**config.mk**
```make
export PLATFORM = sky130hd
export DESIGN_NAME = periodic_timer_table
export DESIGN_NICKNAME = d
export VERILOG_FILES = /design/src/rtl/ptt_pkg.sv /design/src/rtl/periodic_timer_table.sv
export SDC_FILE = /design/constraint.sdc
export NUM_CORES = 1
export LEC_CHECK = 0
export ABC_CLOCK_PERIOD_IN_PS = 8300
export BUFFER_PORTS_ARGS = -buffer_cell sky130_fd_sc_hd__buf_2
export CAP_MARGIN = 5
export CORE_MARGIN = 2
export CORE_UTILIZATION = 55
export CTS_CLUSTER_SIZE = 10
export DETAILED_ROUTE_END_ITERATION = 12
export MAX_ROUTING_LAYER = met4
export PLACE_DENSITY = 0.72
export SLEW_MARGIN = 10
export SYNTH_ARGS = -nofsm -noshare
export SYNTH_HDL_FRONTEND = slang
export SYNTH_SLANG_ARGS = --single-unit
```
**constraint.sdc**
```tcl
create_clock -name clk -period 8.3 [get_ports clk]
set_clock_uncertainty 0.2 [all_clocks]
set_input_delay 0 -clock clk [delete_from_list [all_inputs] [get_ports clk]]
set_output_delay 0 -clock clk [all_outputs]
set_load 0.1 [all_outputs]
```
**src/rtl/ptt_pkg.sv**
```systemverilog
// ----------------------------------------------------------------------------
// ptt_pkg: shared types and codes of the periodic timer table
// Request and result codes, the slot entry kept in memory, the result record.
// ----------------------------------------------------------------------------
package ptt_pkg;

	localparam int NUM_SLOTS_DEF = 8;
	localparam int MAX_RESULTS   = 8;
	localparam int FIRE_W        = 4;
	localparam int STEP_W        = 16;
	localparam int HANDLE_W      = 8;
	localparam int PERIOD_W      = 32;
	localparam int REM_W         = 33;
	localparam int COUNT_W       = 4;
	localparam logic [STEP_W-1:0] STEP_RESET = 16'd1;

	localparam logic [1:0] REQ_TICK   = 2'd0;
	localparam logic [1:0] REQ_ADD    = 2'd1;
	localparam logic [1:0] REQ_REMOVE = 2'd2;

	localparam logic [1:0] KIND_FIRED  = 2'd0;
	localparam logic [1:0] KIND_ADDED  = 2'd1;
	localparam logic [1:0] KIND_FULL   = 2'd2;
	localparam logic [1:0] KIND_REMOVE = 2'd3;

	typedef struct packed {
		logic [HANDLE_W-1:0]     handle;
		logic [PERIOD_W-1:0]     period;
		logic signed [REM_W-1:0] remaining;
	} slot_entry_t;

	typedef struct packed {
		logic [1:0]          kind;
		logic [HANDLE_W-1:0] handle;
		logic [COUNT_W-1:0]  count;
	} rsp_t;

endpackage

```
**src/rtl/periodic_timer_table.sv**
```systemverilog
// ----------------------------------------------------------------------------
// periodic_timer_table: table of periodic timers
// Add, remove and tick requests over a slot memory scanned one slot a cycle unless a stalled output holds the scan.
// ----------------------------------------------------------------------------
//
//  channel | signals                                   | handshake
//  --------+-------------------------------------------+---------------------
//  in      | req_type, handle_id, period               | in_valid / in_stall
//  out     | kind, fired_handle, removed_count, last   | out_valid / out_stall
//  cfg     | cfg_wr_data (tick_step)                   | cfg_wr_en, no wait
//
//  Add: its beat is loaded into the output register once the output is free.
//  Tick and remove: one pass over the slot memory, one slot a cycle through a
//  read / modify / write pipe while a stalled output does not hold the scan.
//  The next request is taken once the final beat, if any, sits in the output register.
//  A stalled output holds the scan when a fired beat is found after the first.
//  Reset clears the active bits at once; no clearing pass.
//
module periodic_timer_table
	import ptt_pkg::*;
#(
	parameter int NUM_SLOTS = NUM_SLOTS_DEF
) (
	input  logic                 clk,
	input  logic                 arst_n,
	input  logic                 in_valid,
	output logic                 in_stall,
	input  logic [1:0]           req_type,
	input  logic [HANDLE_W-1:0]  handle_id,
	input  logic [PERIOD_W-1:0]  period,
	output logic                 out_valid,
	input  logic                 out_stall,
	output logic [1:0]           kind,
	output logic [HANDLE_W-1:0]  fired_handle,
	output logic [COUNT_W-1:0]   removed_count,
	output logic                 last,
	input  logic                 cfg_wr_en,
	input  logic [STEP_W-1:0]    cfg_wr_data
);

	localparam int IDX_W = (NUM_SLOTS > 1) ? $clog2(NUM_SLOTS) : 1;
	localparam int CNT_W = $clog2(NUM_SLOTS + 1);

	localparam logic [1:0] ST_IDLE  = 2'd0;
	localparam logic [1:0] ST_SCAN  = 2'd1;
	localparam logic [1:0] ST_FLUSH = 2'd2;

	slot_entry_t slot_mem [NUM_SLOTS];

	logic [1:0]           state_q;
	logic [STEP_W-1:0]    step_q;
	logic [NUM_SLOTS-1:0] active_q;
	logic [1:0]           op_q;
	logic [HANDLE_W-1:0]  handle_q;
	logic [CNT_W-1:0]     rd_idx_q;
	logic [CNT_W-1:0]     cnt_q;
	logic [FIRE_W-1:0]    fired_n_q;
	logic                 s1_vld_s1;
	logic [IDX_W-1:0]     idx_s1;
	slot_entry_t          rd_data_s1;
	logic                 pend_vld_q;
	rsp_t                 pend_q;
	logic                 out_vld_q;
	rsp_t                 out_q;
	logic                 out_last_q;

	logic                 in_acc;
	logic                 out_free;
	logic [IDX_W-1:0]     free_idx;
	logic                 table_full;
	logic                 add_wr;
	logic                 hit_tick;
	logic                 hit_rm;
	logic signed [REM_W-1:0] rem_new;
	logic                 due;
	logic                 emit;
	logic                 s1_hold;
	logic                 push_out;
	logic                 flush_out;
	logic                 rd_en;
	logic                 scan_done;
	logic                 wr_en;
	logic [IDX_W-1:0]     wr_addr;
	slot_entry_t          wr_data;
	logic [6:0]           cnt_ext;
	logic [COUNT_W-1:0]   cnt_sat;

	assign in_stall = (state_q != ST_IDLE);
	assign in_acc   = in_valid && !in_stall;
	assign out_free = !out_vld_q || !out_stall;

	// lowest free slot
	always_comb begin
		free_idx = '0;
		for (int i = NUM_SLOTS - 1; i >= 0; i--) begin
			if (!active_q[i]) begin
				free_idx = IDX_W'(i);
			end
		end
	end
	assign table_full = &active_q;
	assign add_wr     = in_acc && (req_type == REQ_ADD) && !table_full;

	// stage 1: modify the entry registered by the read stage
	assign hit_tick = s1_vld_s1 && (op_q == REQ_TICK) && active_q[idx_s1];
	assign hit_rm   = s1_vld_s1 && (op_q == REQ_REMOVE) && active_q[idx_s1]
		&& (rd_data_s1.handle == handle_q);
	assign rem_new  = rd_data_s1.remaining - $signed({{(REM_W - STEP_W){1'b0}}, step_q});
	assign due      = rem_new[REM_W-1] || (rem_new == '0);
	assign emit     = hit_tick && due && (fired_n_q < FIRE_W'(MAX_RESULTS));
	assign s1_hold  = emit && pend_vld_q && !out_free;
	assign push_out = emit && pend_vld_q && out_free;
	assign flush_out = (state_q == ST_FLUSH) && out_free;

	assign rd_en     = (state_q == ST_SCAN) && !s1_hold && (rd_idx_q != CNT_W'(NUM_SLOTS));
	assign scan_done = (state_q == ST_SCAN) && !s1_vld_s1 && (rd_idx_q == CNT_W'(NUM_SLOTS));

	assign cnt_ext = 7'(cnt_q);
	assign cnt_sat = (cnt_ext > 7'd15) ? 4'd15 : cnt_ext[COUNT_W-1:0];

	always_comb begin
		wr_en   = 1'b0;
		wr_addr = idx_s1;
		wr_data = rd_data_s1;
		if (add_wr) begin
			wr_en             = 1'b1;
			wr_addr           = free_idx;
			wr_data.handle    = handle_id;
			wr_data.period    = period;
			wr_data.remaining = $signed({1'b0, period});
		end else if (hit_tick && !s1_hold) begin
			wr_en             = 1'b1;
			wr_data.remaining = due ? $signed({1'b0, rd_data_s1.period}) : rem_new;
		end
	end

	always_ff @(posedge clk) begin
		if (wr_en) begin
			slot_mem[wr_addr] <= wr_data;
		end
		if (rd_en) begin
			rd_data_s1 <= slot_mem[rd_idx_q[IDX_W-1:0]];
			idx_s1     <= rd_idx_q[IDX_W-1:0];
		end
	end

	always_ff @(posedge clk or negedge arst_n) begin
		if (!arst_n) begin
			step_q <= STEP_RESET;
		end else if (cfg_wr_en) begin
			step_q <= cfg_wr_data;
		end
	end

	always_ff @(posedge clk or negedge arst_n) begin
		if (!arst_n) begin
			state_q    <= ST_IDLE;
			active_q   <= '0;
			rd_idx_q   <= '0;
			cnt_q      <= '0;
			fired_n_q  <= '0;
			s1_vld_s1  <= 1'b0;
			pend_vld_q <= 1'b0;
			out_vld_q  <= 1'b0;
		end else begin
			case (state_q)
				ST_IDLE: begin
					if (in_acc) begin
						rd_idx_q  <= '0;
						cnt_q     <= '0;
						fired_n_q <= '0;
						s1_vld_s1 <= 1'b0;
						if (req_type == REQ_ADD) begin
							pend_vld_q <= 1'b1;
							state_q    <= ST_FLUSH;
							if (!table_full) begin
								active_q[free_idx] <= 1'b1;
							end
						end else if (req_type == REQ_TICK || req_type == REQ_REMOVE) begin
							state_q <= ST_SCAN;
						end
					end
				end
				ST_SCAN: begin
					if (hit_rm) begin
						active_q[idx_s1] <= 1'b0;
						cnt_q            <= cnt_q + 1'b1;
					end
					if (emit && !s1_hold) begin
						fired_n_q  <= fired_n_q + 1'b1;
						pend_vld_q <= 1'b1;
					end
					if (!s1_hold) begin
						s1_vld_s1 <= rd_en;
						if (rd_en) begin
							rd_idx_q <= rd_idx_q + 1'b1;
						end
					end
					if (scan_done) begin
						if (op_q == REQ_REMOVE) begin
							pend_vld_q <= 1'b1;
							state_q    <= ST_FLUSH;
						end else if (pend_vld_q) begin
							state_q <= ST_FLUSH;
						end else begin
							state_q <= ST_IDLE;
						end
					end
				end
				ST_FLUSH: begin
					if (flush_out) begin
						pend_vld_q <= 1'b0;
						state_q    <= ST_IDLE;
					end
				end
				default: begin
					state_q <= ST_IDLE;
				end
			endcase

			if (push_out || flush_out) begin
				out_vld_q <= 1'b1;
			end else if (!out_stall) begin
				out_vld_q <= 1'b0;
			end
		end
	end

	// payload registers
	always_ff @(posedge clk) begin
		if (in_acc) begin
			op_q     <= req_type;
			handle_q <= handle_id;
			if (req_type == REQ_ADD) begin
				pend_q.kind   <= table_full ? KIND_FULL : KIND_ADDED;
				pend_q.handle <= handle_id;
				pend_q.count  <= '0;
			end
		end else if (emit && !s1_hold) begin
			pend_q.kind   <= KIND_FIRED;
			pend_q.handle <= rd_data_s1.handle;
			pend_q.count  <= '0;
		end else if (scan_done && (op_q == REQ_REMOVE)) begin
			pend_q.kind   <= KIND_REMOVE;
			pend_q.handle <= handle_q;
			pend_q.count  <= cnt_sat;
		end
		if (push_out || flush_out) begin
			out_q      <= pend_q;
			out_last_q <= flush_out;
		end
	end

	assign out_valid     = out_vld_q;
	assign kind          = out_q.kind;
	assign fired_handle  = out_q.handle;
	assign removed_count = out_q.count;
	assign last          = out_last_q;

	a_idle_no_pend: assert property (@(posedge clk) disable iff (!arst_n)
		(state_q == ST_IDLE) |-> !pend_vld_q)
		else $error("pending beat left over in idle");

	a_flush_has_pend: assert property (@(posedge clk) disable iff (!arst_n)
		(state_q == ST_FLUSH) |-> pend_vld_q)
		else $error("flush without a pending beat");

	a_s1_in_scan: assert property (@(posedge clk) disable iff (!arst_n)
		s1_vld_s1 |-> (state_q == ST_SCAN))
		else $error("pipe stage valid outside a scan");

	a_fire_limit: assert property (@(posedge clk) disable iff (!arst_n)
		fired_n_q <= FIRE_W'(MAX_RESULTS))
		else $error("fired beat count above limit");

	a_push_frees_out: assert property (@(posedge clk) disable iff (!arst_n)
		(push_out || flush_out) |-> out_free)
		else $error("output register overwritten while stalled");

	a_hold_keeps_idx: assert property (@(posedge clk) disable iff (!arst_n)
		s1_hold |=> (s1_vld_s1 && $stable(idx_s1) && $stable(rd_idx_q)))
		else $error("scan advanced while held");

endmodule
```
* Word-level counts from Yosys, hierarchy flattened
Memory sizes are Yosys's and may differ from the RTL's. A register that Yosys moved wholly into a read port is not among the register bits.
Index checks and enable logic that the tools add are counted.
** Operators by class
- Muxes and demuxes :: 62
- Reductions and logical operators :: 51
- $lt $le $gt $ge :: 6
- Bitwise gates (word level) :: 3
- Eq/ne operators :: 20
- $add $sub $neg :: 4
** Operator list (count)
- 2-to-1 mux 33 bit :: 3
- 2-to-1 mux 14 bit :: 4
- 2-to-1 mux 40 bit :: 1
- logical NOT 33 bit :: 1
- subtractor 33 x 17 -> 33 bit :: 1
- 2-to-1 mux 8 bit :: 4
- 2-to-1 mux 3 bit :: 9
- 2-to-1 mux 4 bit :: 6
- case mux 4 bit (2 select lines) :: 3
- logical AND 1 bit :: 23
- 2-to-1 mux 1 bit :: 17
- 2-to-1 mux 2 bit :: 8
- != test 2 bit, second input constant :: 8
- case mux 8 bit (2 select lines) :: 1
- adder 4 x 1 -> 4 bit, second input constant :: 3
- AND reduction 4 bit :: 3
- AND reduction 3 bit :: 3
- bitwise AND 8 bit :: 1
- equality test 8 bit :: 1
- less-than comparator 3 x 4 -> 1 bit, second input constant :: 2
- inverter 8 bit :: 1
- bitwise OR 8 bit :: 1
- AND reduction 8 bit :: 1
- logical NOT 1 bit :: 7
- other kinds (20) :: 34
** Storage, ports and cells
- Bits of input ports :: 63
- Word-level logic and storage cells :: 166
- Memories :: 1
- Flip-flop bits (word level) :: 83
- Output and inout port bits :: 17
- Memory bits (writable) :: 584
** Memory list
- slot_mem :: depth 8, bits a word 73, rd ports 1, clocked after memory_dff 1, wr ports 1, RTL line periodic_timer_table.sv:48 : slot_entry_t slot_mem [NUM_SLOTS];

* Depth between registers and ports, before layout
- Word-level depth :: 17
- Mapped depth :: 17
- Depth with buffers taken out :: 14

* Worst setup path after synthesis
Ideal clock, no wire load.
- Path type :: reg-to-reg
- Start :: reg rd_data_s1[9] (netlist name)
- End :: mem slot_mem[7][0] in the netlist's numbering (enable)
- Setup slack :: -0.793 ns
- Cell stages (with the launch flop) :: 15
- Clock period less this slack :: 9.093 ns
- Required time :: 7.506 ns
- Setup time :: 0.594 ns
- Arrival time :: 8.299 ns
- Buffers on the path :: 2
- Path through :: edfxtp_1 ha_1 clkbuf_1 a2111oi_0 o21ai_1 nand2_1 nand2_1 a31o_2 or4_1 xor2_1 o41ai_4 a21o_1 buf_2 a21o_1 nor3_1
** On the way
- Cells in the longest elaborated chain, start to end :: 13
** RTL lines
- subtractor 33 x 17 -> 33 bit (*) :: RTL line periodic_timer_table.sv:108 : assign rem_new = rd_data_s1.remaining - $signed({{(REM_W - STEP_W){1'b0}}, step_q});
- logical NOT 33 bit :: RTL line periodic_timer_table.sv:109 : assign due = rem_new[REM_W-1] || (rem_new == '0);
- logical OR 1 bit (*) :: RTL line periodic_timer_table.sv:109
- logical AND 1 bit (*) (2 in a row) :: RTL line periodic_timer_table.sv:110 : assign emit = hit_tick && due && (fired_n_q < FIRE_W'(MAX_RESULTS));
- logical AND 1 bit (*) (2 in a row) :: RTL line periodic_timer_table.sv:111 : assign s1_hold = emit && pend_vld_q && !out_free;
- logical NOT 1 bit (*) :: RTL line periodic_timer_table.sv:131 : end else if (hit_tick && !s1_hold) begin
- logical AND 1 bit (*) :: RTL line periodic_timer_table.sv:131
- 2-to-1 mux 1 bit (*) :: RTL line periodic_timer_table.sv:131
- 2-to-1 mux 1 bit (*) :: RTL line periodic_timer_table.sv:125 : if (add_wr) begin
- 2-to-1 mux 1 bit (*) :: RTL line periodic_timer_table.sv:138 : if (wr_en) begin
- 2-to-1 mux 1 bit (not written as such) (*) :: RTL line periodic_timer_table.sv:139 : slot_mem[wr_addr] <= wr_data;
- end: declaration :: RTL line periodic_timer_table.sv:48
Every way passes the cells marked *; elsewhere a longest branch is shown, timed or not.

* Worst setup path after layout
- Start :: reg step_q[0]
- End :: mem slot_mem[4][60] in the netlist's numbering (enable)
** On the way
- Cells in the longest elaborated chain, start to end :: 13
** RTL lines
- start: declaration :: RTL line periodic_timer_table.sv:51 : logic [STEP_W-1:0] step_q;
- start signal: assignment :: RTL line periodic_timer_table.sv:151 : step_q <= cfg_wr_data;
- subtractor 33 x 17 -> 33 bit (*) :: RTL line periodic_timer_table.sv:108
- logical NOT 33 bit :: RTL line periodic_timer_table.sv:109
- logical OR 1 bit (*) :: RTL line periodic_timer_table.sv:109
- logical AND 1 bit (*) (2 in a row) :: RTL line periodic_timer_table.sv:110
- logical AND 1 bit (*) (2 in a row) :: RTL line periodic_timer_table.sv:111
- logical NOT 1 bit (*) :: RTL line periodic_timer_table.sv:131
- logical AND 1 bit (*) :: RTL line periodic_timer_table.sv:131
- 2-to-1 mux 1 bit (*) :: RTL line periodic_timer_table.sv:131
- 2-to-1 mux 1 bit (*) :: RTL line periodic_timer_table.sv:125
- 2-to-1 mux 1 bit (*) :: RTL line periodic_timer_table.sv:138
- 2-to-1 mux 1 bit (not written as such) (*) :: RTL line periodic_timer_table.sv:139
Marked as above.

==> summary.txt <==
Route
  • Via count: 17200
  • DR iter-0 viols: 1669
  • Antenna Nets Post-Route: 0
  • Via/cell ratio: 6.24
  • Post-DR wirelength/cell: 26.2 µm
  • Detailed-route wire length: approximately 70000 µm
  • 1st-pass router iterations: 7
  • Drt drc: 0

Die
  • Die H: 240 µm
  • Row count: 86
  • Initial Util: 0.556
  • I/O pins: 80
  • Die width: 240 µm
  • Core area: 55100 µm²
  • Die area: between 50000 and 60000 µm²

Global route
  • Largest net degree at the start of global routing: 74
  • GRT overflow: 0
  • Vias in the first global route: ~18000
  • Antenna violations before repair: 1
  • First-pass GRT wire length: 108000 µm
  • GRT Util Overall: 0.264

Logic synthesis
  • Post-Syn Instances: about 1800
  • Synth top cells by count: 699 x edfxtp_1, 187 x nand2_1, 148 x mux4_2
  • YS warnings: 0
  • Async SR Flop Fraction: 0.0554
  • Mean post-synth cell area: between 15 and 20 µm²
  • Number of synthesized flops with an enable pin: ~700
  • Netlist Area Pre-Place: 30600 µm²
  • Post-synthesis sequential element count: 740
  • Main synth FF type: edfxtp_1
  • Syn_nets: 1836
  • Synth area leaders: edfxtp_1 69%, mux4_2 11%, dfrtp_1 3.3%, mux2_2 2.8%, nand2_1 2.3%
  • Unique masters post-synth: 84
  • Share of the synthesized area in the top cell type: 0.685
  • Most frequent cell after synthesis: edfxtp_1
  • Area leader, netlist: edfxtp_1
  • Register area share after synthesis: 0.719

Run status
  • Status: complete, no violations

Min path
  • Worst hold path startpoint: in_valid
  • Hold Crit Depth: 4
  • End of the worst hold path: state_q[0]
  • HP Class: input port to register

STA
  • Worst Tran Pin Value: 1.17 ns
  • Rel. slew slack: 0.221
  • RSZ-0062 raised after global routing: false
  • Final period utilization: 0.731
  • Crit path time final: 6.07 ns
  • Final Hold Fails: 0
  • Count of final setup violators: 0
  • Setup TNS Final: 0 ns
  • Fmax: 0.165 GHz
  • Final Slew Violations: 0

Placement
  • Placer's final routability congestion estimate: 0.923
  • DP HPWL: 41200 µm
  • # port buffers: 79

Cells and area
  • Layout area overhead: 15.8%
  • Layout cells sized above 1: 0.228
  • NumNets Final: 2056
  • Util after Layout: 0.644

Worst setup path
  • Critical Path Source Type: register
  • Worst EP arrival: just over 6 ns
  • Critical path endpoint category: register
  • Critical path data required time: 8.35 ns
  • Peak fanout along the critical path: 42
  • R2R Path End: slot_mem[4][60]
  • Worst R2R Start: step_q[0]
  • Setup slack, reg-to-reg: 2.23 ns
  • Worst R2R Path Depth: 15
  • Crit Path Class: register to register

Clocking
  • CTS Buf Count: 84
  • CTS max path bufs: 3
  • Post CTS Setup Buffer Count: 0
  • CTS tree: yes
  • CTS sink cnt: 740
  • CTS root buffer: clkbuf_16
  • Clock transition at path regs: about 0.060 ns
  • H-tree depth: 3
  • Clock latency on the worst-skew pair: 0.63 ns

Pwr
  • VDD IR max: about 240 µV
  • Pwr dens: 362 nW/µm²
  • Leakage: 11.9 nW
  • Total power: approximately 13 mW

Flow run
  • Max-capacitance violation count: 0
-- what timing repair did --
action,in CTS,in global routing
gates resized for setup,0,0
hold buffers,116,0
hold endpoints to repair,688,0
-- state kept, by name, summed over array words and instances, names as in the netlist, 2 cells and up --
signal,flops
rd_data_s1,73
op_q,2
active_q,8
removed_count,4
rd_idx_q,4
slot_mem,584
fired_n_q,4
idx_s1,3
fired_handle,8
kind,2
state_q,2
pend_q,14
cnt_q,4
step_q,16
handle_q,8
-- cells in the final DEF, fill, tap and decap left out, types with 25 or more instances in the layout --
| master | n |
|---|---|
| edfxtp_1 | 699 |
| nand2_1 | 186 |
| mux4_2 | 148 |
| dlygate4sd3_1 | 115 |
| clkbuf_16 | 87 |
| buf_2 | 79 |
| o21ai_0 | 78 |
| mux2_2 | 76 |
| nor2_1 | 61 |
| a21oi_1 | 40 |
| dfrtp_1 | 37 |
| inv_1 | 29 |
| o21ai_1 | 25 |
-- layer usage --
layer,part of all wire,GRT usage
met5,0,-
met4,0.026,0.0879
met3,0.077,0.0485
met1,0.41,0.358
met2,0.49,0.411
-- per-stage QoR --
| stage | cell area (µm²) | worst slack [ns] | instances | hold WS (ns) |
|---|---|---|---|---|
| global placement | 32000 | 2.08 | 2518 | 0.0164 |
| CTS | 35500 | 1.86 | 2750 | 0.0124 |
| detailed placement | 32000 | 1.95 | 2518 | 0.0280 |
| floorplan | 30700 | 1.19 | 1752 | -0.496 |
| finish | 35500 | 2.23 | 2751 | 0.0429 |
| global route | 35500 | 1.87 | 2751 | 0.0269 |
-- critical path, stage by stage, from the launching register on --
cell and delay, ns:
dfstp_2 0.53, ha_1 0.18, fa_1 0.21, nand2b_1 0.14
a21oi_1 0.16, o211ai_1 0.29, nand2_1 0.22, a31o_2 0.31
or4_1 0.59, xor2_2 0.25, o41ai_4 0.12, buf_4 0.25
a21oi_2 0.21, o21ai_1 0.27, nor2_4 0.98, buf_4 0.70
-- worst max-delay path by stage --
stage | from | to
finish | step_q[0] | slot_mem[4][60]
detailed placement | rd_data_s1[4] | slot_mem[4][61]
global placement | rd_data_s1[0] | slot_mem[4][54]
global route | step_q[0] | slot_mem[4][62]
CTS | rd_data_s1[3] | slot_mem[4][60]
floorplan | rd_data_s1[9] | slot_mem[0][0]
-- cells by family after synthesis --
| family | after synthesis | synth area share |
|---|---|---|
| AO/OA/AOI/OAI | 246 | 0.0530 |
| XOR/XNOR | 36 | 0.0103 |
| adder cells (fa/ha/maj) | 21 | 0.00882 |
| buffers and inverters | 117 | 0.0152 |
| flip-flops | 740 | 0.719 |
| multiplexers | 236 | 0.141 |
| AND/OR/NAND/NOR | 356 | 0.0535 |
-- area by class of cell --
cell class / instances / area [µm²]
sequential: 740 / 22000
fill: 3755 / 19600
multi-input combinational: 895 / 8240
clock buffer: 112 / 2280
timing repair buffer: 222 / 1810
tap: 748 / 936
inverter: 29 / 109
clock inverter: 4 / 58.8
antenna: 1 / 2.50
-- where the power goes --
group	total, mW	switching [mW]	internal [mW]
sequential	5.80	0.462	5.34
clock	3.25	1.36	1.89
combinational	3.80	2.43	1.37
No activity file was read; power rests on OpenSTA's default activity.
